File: config.mk
export PLATFORM = sky130hd
export DESIGN_NAME = addressed_frame_receiver_core
export DESIGN_NICKNAME = d
export VERILOG_FILES = /design/src/rtl/afr_pkg.sv /design/src/rtl/afr_deframer.sv /design/src/rtl/addressed_frame_receiver_core.sv
export VERILOG_INCLUDE_DIRS = /design/src /design/src/rtl
export SDC_FILE = /design/constraint.sdc
export NUM_CORES = 1
export LEC_CHECK = 0
export BUFFER_PORTS_ARGS = -buffer_cell sky130_fd_sc_hd__clkbuf_2
export CELL_PAD_IN_SITES_DETAIL_PLACEMENT = 0
export CELL_PAD_IN_SITES_GLOBAL_PLACEMENT = 1
export CORE_MARGIN = 2
export CORE_UTILIZATION = 44
export CTS_BUF_LIST = sky130_fd_sc_hd__clkbuf_4 sky130_fd_sc_hd__clkbuf_8
export DETAILED_ROUTE_END_ITERATION = 16
export MAX_ROUTING_LAYER = met4
export PLACE_DENSITY_LB_ADDON = 0.1
export SYNTH_ARGS = -nofsm -noshare
export SYNTH_HDL_FRONTEND = slang
export SYNTH_SLANG_ARGS = --single-unit
export TNS_END_PERCENT = 50
File: constraint.sdc
create_clock -name clk -period 2.8 [get_ports clk]
set_clock_uncertainty 0.15 [all_clocks]
set_input_delay 0.28 -clock clk [delete_from_list [all_inputs] [get_ports clk]]
set_output_delay 0.28 -clock clk [all_outputs]
set_load 0.005 [all_outputs]
File: src/rtl/addressed_frame_receiver_core_defines.svh
// Assertion macros for the addressed frame receiver.
// Depends on clk and arst_n being in scope where the macros are used.
`ifndef ADDRESSED_FRAME_RECEIVER_CORE_DEFINES_SVH
`define ADDRESSED_FRAME_RECEIVER_CORE_DEFINES_SVH

// Check that post holds in the same cycle as pre.
`define AFR_ASSERT_SAME(lbl, pre, post) \
	lbl: assert property (@(posedge clk) disable iff (!arst_n) (pre) |-> (post)) \
		else $error("addressed frame receiver: same-cycle check failed");

// Check that post holds in the cycle after pre.
`define AFR_ASSERT_NEXT(lbl, pre, post) \
	lbl: assert property (@(posedge clk) disable iff (!arst_n) (pre) |=> (post)) \
		else $error("addressed frame receiver: next-cycle check failed");

`endif

File: src/rtl/afr_pkg.sv
// Shared types and constants for the addressed frame receiver.
// Used by afr_deframer and addressed_frame_receiver_core; no dependencies.
package afr_pkg;

	localparam logic [7:0] BROADCAST_ADDR  = 8'd255;
	localparam logic [7:0] CMD_ECHO_A      = 8'd112;
	localparam logic [7:0] CMD_ECHO_B      = 8'd120;
	localparam logic [7:0] NODE_ADDR_RESET = 8'd7;
	localparam logic [1:0] GOOD_CNT_MAX    = 2'd3;
	localparam logic [1:0] GOOD_CNT_ECHO   = 2'd2;

	// Position of the next byte within a frame
	typedef enum logic [6:0] {
		PH_ADDR  = 7'b000_0001,
		PH_SEQ   = 7'b000_0010,
		PH_CMD   = 7'b000_0100,
		PH_CHAN  = 7'b000_1000,
		PH_SIZE  = 7'b001_0000,
		PH_VALUE = 7'b010_0000,
		PH_CHECK = 7'b100_0000
	} phase_t;

	typedef struct packed {
		logic       status;
		logic [7:0] frame_address;
		logic [7:0] frame_sequence;
		logic [7:0] frame_command;
		logic [7:0] frame_channel;
		logic [7:0] frame_size;
		logic [7:0] frame_value;
		logic [7:0] computed_check;
		logic       echo_request;
	} result_t;

	// What the deframer makes of the byte it is offered
	typedef struct packed {
		logic    fire;
		result_t res;
	} outcome_t;

endpackage

File: src/rtl/afr_deframer.sv
// Frame state machine: holds the frame fields, checks the checksum, tracks echo state.
// Depends on afr_pkg.
module afr_deframer (
	input  logic              clk,
	input  logic              arst_n,
	input  logic              step,
	input  logic [7:0]        rx_byte,
	input  logic [7:0]        node_address,
	output afr_pkg::outcome_t outcome
);

	afr_pkg::phase_t phase_q, phase_d;
	logic [7:0] addr_q, seq_q, cmd_q, chan_q, size_q, value_q;
	logic       armed_q, armed_d;
	logic [1:0] good_q, good_d;
	logic [7:0] calc;
	logic       bad;
	logic       echo;
	logic       armed_set;
	logic [1:0] good_inc;

	// Checksum and echo decision for the byte at the checksum position
	always_comb begin
		calc      = ~(addr_q | seq_q | cmd_q | chan_q | size_q | value_q);
		bad       = (rx_byte != calc);
		armed_set = armed_q || (cmd_q == afr_pkg::CMD_ECHO_A) || (cmd_q == afr_pkg::CMD_ECHO_B);
		good_inc  = (good_q == afr_pkg::GOOD_CNT_MAX) ? good_q : good_q + 2'd1;
		echo      = 1'b0;
		armed_d   = armed_q;
		good_d    = good_q;
		if (!bad) begin
			armed_d = armed_set;
			good_d  = good_inc;
			if (armed_set && (good_inc == afr_pkg::GOOD_CNT_ECHO)) begin
				echo    = 1'b1;
				armed_d = 1'b0;
				good_d  = 2'd0;
			end
		end
	end

	// Next phase; an unexpected code is handled as the address position
	always_comb begin
		case (phase_q)
			afr_pkg::PH_SEQ:   phase_d = afr_pkg::PH_CMD;
			afr_pkg::PH_CMD:   phase_d = afr_pkg::PH_CHAN;
			afr_pkg::PH_CHAN:  phase_d = afr_pkg::PH_SIZE;
			afr_pkg::PH_SIZE:  phase_d = afr_pkg::PH_VALUE;
			afr_pkg::PH_VALUE: phase_d = afr_pkg::PH_CHECK;
			afr_pkg::PH_CHECK: phase_d = afr_pkg::PH_ADDR;
			default: begin
				if ((rx_byte == node_address) || (rx_byte == afr_pkg::BROADCAST_ADDR))
					phase_d = afr_pkg::PH_SEQ;
				else
					phase_d = afr_pkg::PH_ADDR;
			end
		endcase
	end

	// Advance control state on each consumed byte
	always_ff @(posedge clk or negedge arst_n) begin
		if (!arst_n) begin
			phase_q <= afr_pkg::PH_ADDR;
			armed_q <= 1'b0;
			good_q  <= 2'd0;
		end else if (step) begin
			phase_q <= phase_d;
			if (phase_q == afr_pkg::PH_CHECK) begin
				armed_q <= armed_d;
				good_q  <= good_d;
			end
		end
	end

	// Capture frame fields at their positions
	always_ff @(posedge clk) begin
		if (step) begin
			case (phase_q)
				afr_pkg::PH_SEQ:   seq_q   <= rx_byte;
				afr_pkg::PH_CMD:   cmd_q   <= rx_byte;
				afr_pkg::PH_CHAN:  chan_q  <= rx_byte;
				afr_pkg::PH_SIZE:  size_q  <= rx_byte;
				afr_pkg::PH_VALUE: value_q <= rx_byte;
				afr_pkg::PH_CHECK: ;
				default: begin
					if ((rx_byte == node_address) || (rx_byte == afr_pkg::BROADCAST_ADDR))
						addr_q <= rx_byte;
				end
			endcase
		end
	end

	// Result of the checksum byte
	always_comb begin
		outcome.fire               = (phase_q == afr_pkg::PH_CHECK);
		outcome.res.status         = bad;
		outcome.res.frame_address  = addr_q;
		outcome.res.frame_sequence = seq_q;
		outcome.res.frame_command  = cmd_q;
		outcome.res.frame_channel  = chan_q;
		outcome.res.frame_size     = size_q;
		outcome.res.frame_value    = value_q;
		outcome.res.computed_check = calc;
		outcome.res.echo_request   = echo;
	end

endmodule

File: src/rtl/addressed_frame_receiver_core.sv
// Addressed frame receiver: one byte per cycle in, one result per seven-byte frame out.
// Depends on afr_pkg, afr_deframer and addressed_frame_receiver_core_defines.svh.
//
// Accepts one received byte per clock cycle while in_stall is low. A byte is registered,
// then consumed by the frame state machine; the checksum byte of a frame loads the
// result register, so a result is offered in the cycle after its checksum beat is
// consumed. Bytes that produce no result keep flowing while a result waits to be taken;
// only a checksum byte waits behind a full result register whose beat is stalled.
// node_address resets to 7 and should be written only while the receiver is idle.
`include "addressed_frame_receiver_core_defines.svh"

module addressed_frame_receiver_core (
	input  logic       clk,
	input  logic       arst_n,
	// configuration
	input  logic       cfg_we,
	input  logic [7:0] cfg_wdata,
	// byte input
	input  logic       in_valid,
	output logic       in_stall,
	input  logic [7:0] rx_byte,
	// frame result
	output logic       out_valid,
	input  logic       out_stall,
	output logic       status,
	output logic [7:0] frame_address,
	output logic [7:0] frame_sequence,
	output logic [7:0] frame_command,
	output logic [7:0] frame_channel,
	output logic [7:0] frame_size,
	output logic [7:0] frame_value,
	output logic [7:0] computed_check,
	output logic       echo_request
);

	logic               [7:0] node_address_q;
	logic                     valid_s1;
	logic               [7:0] byte_s1;
	logic                     valid_s2;
	afr_pkg::result_t         res_s2;
	afr_pkg::outcome_t        outcome;
	logic                     s2_free;
	logic                     advance_s1;

	// Node address register
	always_ff @(posedge clk or negedge arst_n) begin
		if (!arst_n)
			node_address_q <= afr_pkg::NODE_ADDR_RESET;
		else if (cfg_we)
			node_address_q <= cfg_wdata;
	end

	// Handshake: hold the byte only when its result cannot be stored
	assign s2_free    = !valid_s2 || !out_stall;
	assign advance_s1 = valid_s1 && (!outcome.fire || s2_free);
	assign in_stall   = valid_s1 && !advance_s1;

	// Input register
	always_ff @(posedge clk or negedge arst_n) begin
		if (!arst_n)
			valid_s1 <= 1'b0;
		else if (!in_stall)
			valid_s1 <= in_valid;
	end

	always_ff @(posedge clk) begin
		if (in_valid && !in_stall)
			byte_s1 <= rx_byte;
	end

	afr_deframer u_deframer (
		.clk          (clk),
		.arst_n       (arst_n),
		.step         (advance_s1),
		.rx_byte      (byte_s1),
		.node_address (node_address_q),
		.outcome      (outcome)
	);

	// Result register: load on a checksum beat, drop when taken
	always_ff @(posedge clk or negedge arst_n) begin
		if (!arst_n)
			valid_s2 <= 1'b0;
		else if (advance_s1 && outcome.fire)
			valid_s2 <= 1'b1;
		else if (!out_stall)
			valid_s2 <= 1'b0;
	end

	always_ff @(posedge clk) begin
		if (advance_s1 && outcome.fire)
			res_s2 <= outcome.res;
	end

	assign out_valid      = valid_s2;
	assign status         = res_s2.status;
	assign frame_address  = res_s2.frame_address;
	assign frame_sequence = res_s2.frame_sequence;
	assign frame_command  = res_s2.frame_command;
	assign frame_channel  = res_s2.frame_channel;
	assign frame_size     = res_s2.frame_size;
	assign frame_value    = res_s2.frame_value;
	assign computed_check = res_s2.computed_check;
	assign echo_request   = res_s2.echo_request;

	// An echo is only requested for a frame with a matching checksum
	`AFR_ASSERT_SAME(echo_only_good_a, valid_s2 && res_s2.echo_request, !res_s2.status)
	// Input stalls only when a checksum byte waits behind a blocked result
	`AFR_ASSERT_SAME(stall_cause_a, in_stall, valid_s1 && outcome.fire && valid_s2 && out_stall)
	// A consumed checksum byte always shows up as a result next cycle
	`AFR_ASSERT_NEXT(result_loaded_a, advance_s1 && outcome.fire, valid_s2)

endmodule

==> reports/summary.md, run 1 <==
• finished, final reports clean — result of the run
• clkbuf_8 — clk root buf
• 81 — number of primary I/O pins
• 4 — Clock H-tree levels
• 14.05 mm — global-route wire length before repair
• cfg_we — launch instance of the worst min-delay path
• 2635 — total number of vias
• 11570 um^2 — overall die area
• 120 ps — setup slack of the worst register-to-register path
• 266 — synthesized net count
• 0 — GRT Residual Overflow
• 37.44% — share of final-layout standard cells stronger than drive strength 1
• 37 — number of cell rows
• 2 — Worst Hold Path Cells
• 72.55% — share of the synthesized area in the top cell type
• 4718 um^2 — Mapped Area
• flip-flop — CP Launch Type
• 621.5 nW/um^2 — power density over the cells
• 398 — number of nets in the layout
• 2960 ps — data required time at the worst endpoint
• u_deframer.cmd_q[7] — worst flop-to-flop path startpoint
• 0.002201 uW — LEAKAGE
• 134 — clock sink total
• 2677 ps — time the worst path needs with I/O delays and setup
• 123.1 ps — post-layout worst setup margin
• 9.058 mm — wirelength, routed
• 19.26 um^2 — Syn Area/Cell
• 114 x edfxtp_1, 80 x clkbuf_2, 19 x dlygate4sd3_1 — most frequent cells in the layout
• yes — TritonCTS clock tree
• 5410 um^2 — Post-Place Cell Area
• 2602 — via count of the first global-routing pass
• -77.44 ps — worst setup timing slack at the placement stage
• 0.8019 — final weighted congestion in routability-driven placement
• in -> reg — type of the most critical hold path
• 107.6 um — overall die height
• 5.010 — drt via density
• 17.48% — GRT Resource Usage Total
• 80 — number of buffers inserted by port buffering
• 0.2713 mV — worst voltage drop across the vdd grid
• 6 — depth of the most critical reg-to-reg path
• 17 — number of CTS-inserted buffers
• 6.122 mm — detailed-placement wirelength estimate
• 134 — post-synthesis register bit count
• edfxtp_1 — most frequent standard cell in the layout excluding fill and tap cells
• 0 — antenna violations before repair
• 623.3 ps — Worst Max-Slew Pin Slew
• 0 — antenna diode instance count
• 107.6 um — Die X-Extent
• 0 — total setup violations reported at the end of the flow
• 526 — post-layout instance count excluding filler cells
• 58.45% — worst rel slew slack
• 108 — starting DRC count in detailed routing
• edfxtp_1 73%, dfrtp_1 8.5%, dfstp_2 2.2% — Synth area leaders
• 2 — deepest clock path buffer count
• flip-flop — Crit. End Element
• reg -> reg — critical path type
• node_address_q[6] — worst-case hold path end point
• 0 ps — Fin Setup TNS
• 83.27% — sequential share of the synthesized area
• 0 — post-route DRC violation count
• 26.12% — signed area change from the synthesized netlist to the final layout
• edfxtp_1 — dominant cell type by area after synthesis
• 17.22 um — routed wirelength normalized by instance count
• 0 — number of max-cap violations
• 0 — final number of hold-violating endpoints
• 0 — number of nets with antenna violations after routing
• 80 ps — Clock transition at path regs
• 129.2 ps — tightest hold margin
• 4 — first-pass iteration count of the detailed router
• u_deframer.good_q[0] — reg2reg end
• 245 — synthesized instance count
• 37 — number of different library cells in the post-synthesis netlist
• 2830 ps — arrival time at the worst endpoint
• 0 — number of warning messages in the yosys log
• 373.6 MHz — highest clock frequency the design can meet
• 475 — Cell Count Post-Placement
• 95.60% — post-route fraction of the period consumed by the critical path
• 0 — Post-CTS Repair Setup Buffers
• 45.50% — starting density of the core
• no — setup repair after global routing missed its margin
• 0 — pins over their slew limit
• 10370 um^2 — area of the core
• 430 ps — clk_lat worst skew
• or4_4, o31a_1, nor4_1, nand4_1, nor2_2, mux2_1 — cells along the critical path
• 5951 um^2 — Design Area, Final
• 530 ps — delay contributed by the slowest stage of the critical path
• 25 — pin count of the biggest net entering global routing
• or4_4 — cell with the largest stage delay on the worst path
• 3 — largest driver fanout on the critical path
Yosys cell counts:
master	count
a211o_1	1
a21o_1	5
a21oi_1	2
a221o_1	1
a22o_1	1
a31o_2	1
a41oi_1	1
and2_1	1
and3_1	1
and4b_1	2
clkbuf_1	1
dfrtp_1	16
dfstp_2	4
edfxtp_1	114
inv_1	6
mux2_1	2
mux2_2	8
nand2_1	6
nand2b_1	3
nand3_1	1
nand3b_1	1
nand4_1	5
nor2_1	4
nor2_2	1
nor3_1	10
nor3b_1	3
nor4_1	12
nor4b_1	2
o211ai_1	1
o21ai_0	2
o22ai_1	1
o31a_1	8
or3_1	1
or4_1	4
or4_4	4
xnor2_1	8
xor2_1	1
metrics by stage:
step / utilization, % / total power [uW]
2_1_floorplan: - / 2309
3_3_place_gp: 52.17 / 2361
3_5_place_dp: 52.17 / 2362
4_1_cts: 57.38 / 3725
5_1_grt: 57.38 / 3827
6_report: 57.38 / 3699
report_power, final:
| part | total (uW) | switching, uW | internal [uW] |
|---|---|---|---|
| Sequential | 2220 | 31.7 | 2190 |
| Clock | 1360 | 748 | 611 |
| Combinational | 121 | 51.5 | 69.8 |
critical path: cells and delay by family, from the launching register on:
family / cells / cell delay, ps
compound gates: 1 / 250
simple gates: 4 / 1390
flops: 1 / 430
mux: 1 / 340
logic make-up (layout without fill, tap and decap cells):
logic type             count (synthesis)  count (layout)  share of synthesized area, %
multiplexers                          10              10                         2.387
AO/OA/AOI/OAI                         24              24                         3.952
AND/OR/NAND/NOR                       61              61                         8.168
XOR/XNOR                               9               9                         1.671
buffers and inverters                  7             152                        0.5568
flip-flops                           134             134                         83.27
layer usage:
| metal | share of wire (%) | GRT usage (%) | vias up |
|---|---|---|---|
| met4 | 1.1 | 5.769 | 0 |
| met1 | 45 | 22.38 | 1294 |
| met3 | 4.4 | 5.085 | 13 |
| li1 | - | - | 1256 |
| met5 | 0 | - | - |
| met2 | 50 | 27.13 | 72 |
what timing repair did:
action                                 4_1_cts  5_1_grt
endpoints found under the hold margin       34        0
gates resized for setup                      1        0
setup endpoints to repair                    2        0
hold buffers                                19        0
worst max path at each step:
stage                                      from                   end  slack, ps  cells past startpoint
after floorplan           u_deframer.phase_q[1]     computed_check[0]        200                      5
after global placement      u_deframer.cmd_q[0]    u_deframer.armed_q        -10                      6
after detailed placement    u_deframer.cmd_q[0]  u_deframer.good_q[0]        -80                      6
after CTS                   u_deframer.cmd_q[1]  u_deframer.good_q[0]        120                      6
after global routing        u_deframer.cmd_q[1]  u_deframer.good_q[0]          5                      6
final                       u_deframer.cmd_q[7]  u_deframer.good_q[0]        120                      6
cell type report:
type / count / area [um^2]
Tap cell: 136 / 170.2
Sequential cell: 134 / 3929
Fill cell: 854 / 4419
Clock inverter: 15 / 110.1
Timing Repair Buffer: 114 / 715.7
Clock buffer: 17 / 234.0
Inverter: 6 / 22.52
Multi-Input combinational cell: 104 / 769.5
Power figures use the tool's default switching activity.
==> inputs of run 2 (changes only) <==
--- a/config.mk
+++ b/config.mk
@@ -10,11 +10,12 @@
 export CELL_PAD_IN_SITES_DETAIL_PLACEMENT = 0
 export CELL_PAD_IN_SITES_GLOBAL_PLACEMENT = 1
 export CORE_MARGIN = 2
-export CORE_UTILIZATION = 44
+export CORE_UTILIZATION = 49
 export CTS_BUF_LIST = sky130_fd_sc_hd__clkbuf_4 sky130_fd_sc_hd__clkbuf_8
 export DETAILED_ROUTE_END_ITERATION = 16
 export MAX_ROUTING_LAYER = met4
 export PLACE_DENSITY_LB_ADDON = 0.1
+export SETUP_SLACK_MARGIN = 0.2
 export SYNTH_ARGS = -nofsm -noshare
 export SYNTH_HDL_FRONTEND = slang
 export SYNTH_SLANG_ARGS = --single-unit
==> constraint.sdc (replaced) <==
create_clock -name clk -period 2.9 [get_ports clk]
set_clock_uncertainty 0.15 [all_clocks]
set_input_delay 0.29 -clock clk [delete_from_list [all_inputs] [get_ports clk]]
set_output_delay 0.29 -clock clk [all_outputs]
set_load 0.005 [all_outputs]
==> run 2 against run 1 <==
Combinational power down 17%. Fmax up 3.7%. Setup slack improved by 190 ps. Core utilization is 6.8 points higher. Die area shrank 9.8%. Global-route usage up 0.73 points.
==> reports/summary.md, run 2 (synthesis gave the netlist of run 1 again) <==
• 0 — number of nets with antenna violations after routing, unchanged
• 35 — number of cell rows, -5.4%
• 699 — filler cell count in the final layout, -18%
• 13.13 mm — global-route wire length before repair, -6.5%
• 5334 um^2 — Post-Place Cell Area, -1.4%
• 80 ps — Clock transition at path regs, about the same
• u_deframer.seq_q[7] — critical path launch point
• 81 — number of primary I/O pins, unchanged
• 5.136 — drt via density, +2.5%
• 608.3 ps — Worst Max-Slew Pin Slew, -15.02 ps
• 387.3 MHz — highest clock frequency the design can meet, +3.7%
• flip-flop — CP Launch Type
• 80 — number of buffers inserted by port buffering, unchanged
• 2582 ps — time the worst path needs with I/O delays and setup, -94.73 ps
• 5958 um^2 — Design Area, Final, +0.13%
• yes — TritonCTS clock tree
• 24.25% — grt met1 use, +1.9 points
• 0 — antenna diode instance count, unchanged
• 0.8471 — final weighted congestion in routability-driven placement, +5.6%
• 89.04% — post-route fraction of the period consumed by the critical path, -6.6 points
• finished, final reports clean — result of the run
• 102.1 um — Die X-Extent, -5.0%
• 4 — first-pass iteration count of the detailed router, unchanged
• 4 — Clock H-tree levels, unchanged
• 0.002201 uW — LEAKAGE, about the same
• 3 — largest driver fanout on the critical path, unchanged
• 4.378% — met3 usage in global routing, -0.71 points
• no — setup repair after global routing missed its margin
• 751.8 uW — switching power of the nets, -9.6%
• 0 — final number of hold-violating endpoints, unchanged
• edfxtp_1 — most frequent standard cell in the layout excluding fill and tap cells
• 134 — clock sink total, unchanged
• 26.28% — signed area change from the synthesized netlist to the final layout
• 5.522 mm — detailed-placement wirelength estimate, -9.8%
• 10430 um^2 — overall die area, -9.8%
• 0 ps — Fin Setup TNS, unchanged
• 55.7% — sequential group share of total power, -4.3 points
• 0 — antenna violations before repair, unchanged
• 36.05% — share of final-layout standard cells stronger than drive strength 1, -1.4 points
• 61 — starting DRC count in detailed routing, -44%
• 102.1 um — overall die height, -5.0%
• clkbuf_8 — clk root buf
• 19.45% — share of total power consumed by net switching, -3.0 points
• 389 — number of nets in the layout, -2.3%
• 2614 — total number of vias, -0.80%
• 0 — Post-CTS Repair Setup Buffers, unchanged
• 18.22% — GRT Resource Usage Total, +0.73 points
• 114 x edfxtp_1, 80 x clkbuf_2, 19 x dlygate4sd3_1 — most frequent cells in the layout
• 0 — post-route DRC violation count, unchanged
• met2 — busiest layer in global routing
• u_deframer.seq_q[7] — worst flop-to-flop path startpoint
• 0 — number of max-cap violations, unchanged
• 27.33% — met2 track demand over resource, +0.19 points
• 3050 ps — data required time at the worst endpoint, +90 ps
• 0 — total setup violations reported at the end of the flow, unchanged
• flip-flop — Crit. End Element
• 50.82% — starting density of the core, +5.3 points
• in -> reg — type of the most critical hold path
• 0 — GRT Residual Overflow, unchanged
• 3113 uW — Cell Int Power, +8.6%
• 410 ps — clk_lat worst skew, -20 ps
• cfg_we — launch instance of the worst min-delay path
• 8.468 mm — wirelength, routed, -6.5%
• 648.6 nW/um^2 — power density over the cells, +4.4%
• 16.64 um — routed wirelength normalized by instance count, -3.4%
• 48 — pin count of the biggest net entering global routing, +92%
• 2730 ps — arrival time at the worst endpoint, -100 ps
• reg -> reg — critical path type
• 17 — number of CTS-inserted buffers, unchanged
• 2560 — via count of the first global-routing pass, -1.6%
• 0 — pins over their slew limit, unchanged
• 41.7% — fraction of power consumed by the clock network, +4.9 points
• 2.6% — part of the total power dissipated in combinational logic, -0.7 points
• 9284 um^2 — area of the core, -10%
• 2 — deepest clock path buffer count, unchanged
• 0.3568 mV — worst voltage drop across the vdd grid, +32%
• 59.42% — worst rel slew slack, +0.97 points
[run 2: changes by cell type in the layout (fill, tap and decap cells not counted)]
cell	change
buf_4	-9
bufinv_16	+4
clkinv_4	-4
clkinvlp_4	-2
clkbuf_4	+1
nor4_1	-1
nor4_2	+1
[run 2: layout make-up]
| type | instances | area (um^2) | share of cell area (%) |
|---|---|---|---|
| flip-flops and latches | 134 | 3929 | 65.94 |
| multi-input cells | 104 | 775.7 | 13.02 |
| repair buffers | 105 | 648.1 | 10.88 |
| clock buffers | 18 | 241.5 | 4.053 |
| clock inverters | 13 | 180.2 | 3.024 |
| well taps | 129 | 161.4 | 2.709 |
| inverters | 6 | 22.52 | 0.3780 |
[run 2: per-layer routing]
layer / share of wire [%] / wire length, um / vias to the layer above
li1: - / - / 1236
met1: 46 / 3862 / 1299
met2: 50 / 4238 / 73
met3: 3.7 / 317 / 6
met4: 0.60 / 51 / 0
met5: 0 / 0 / -
[run 2: timing repair]
item                       in CTS  in global routing
hold endpoints to repair       34                  0
pin swaps                       0                  0
setup endpoints to repair       2                  2
resized for setup               1                  1
hold buffers                   19                  0
[run 2: worst max-delay path, stage by stage, from the launching register on]
cell and delay [ps]:
edfxtp_1 400, or4_4 560, o31a_1 260, nor4_2 320, nand4_1 220, nor2_2 210, mux2_1 340
[run 2: metrics by stage]
stage / utilization (%) / setup slack [ps] / power, uW / hold WS (ps) / instances
after CTS: 64.11 / 235.6 / 3892 / 139.9 / 509
after global placement: 57.45 / 203.0 / 2270 / 143.0 / 459
after global routing: 64.18 / 210.7 / 3992 / 166.2 / 509
after floorplan: - / 299.9 / 2229 / -155.6 / 245
final: 64.18 / 317.8 / 3865 / 172.1 / 509
after detailed placement: 57.45 / 182.2 / 2273 / 144.3 / 459
[run 2: power by group through the flow]
| stage | combinational, uW | sequential (uW) | clock (uW) |
|---|---|---|---|
| after floorplan | 52.3 | 2180 | 0 |
| after CTS | 101 | 2150 | 1640 |
| after global placement | 79.3 | 2190 | 0 |
| final | 101 | 2150 | 1610 |
| after detailed placement | 80.0 | 2190 | 0 |
| after global routing | 113 | 2150 | 1720 |
[run 2: final timing paths]
| path | to | cells past startpoint | slack (ps) |
|---|---|---|---|
| worst max-delay path | u_deframer.armed_q | 6 | 320 |
| worst min-delay path | node_address_q[4] | 2 | 170 |
| worst max register to register | u_deframer.armed_q | 6 | 320 |
| worst min register to register | frame_sequence[5] | 0 | 290 |
| max in group asynchronous | node_address_q[0] | 2 | 2010 |
| min in group asynchronous | u_deframer.phase_q[1] | 2 | 220 |
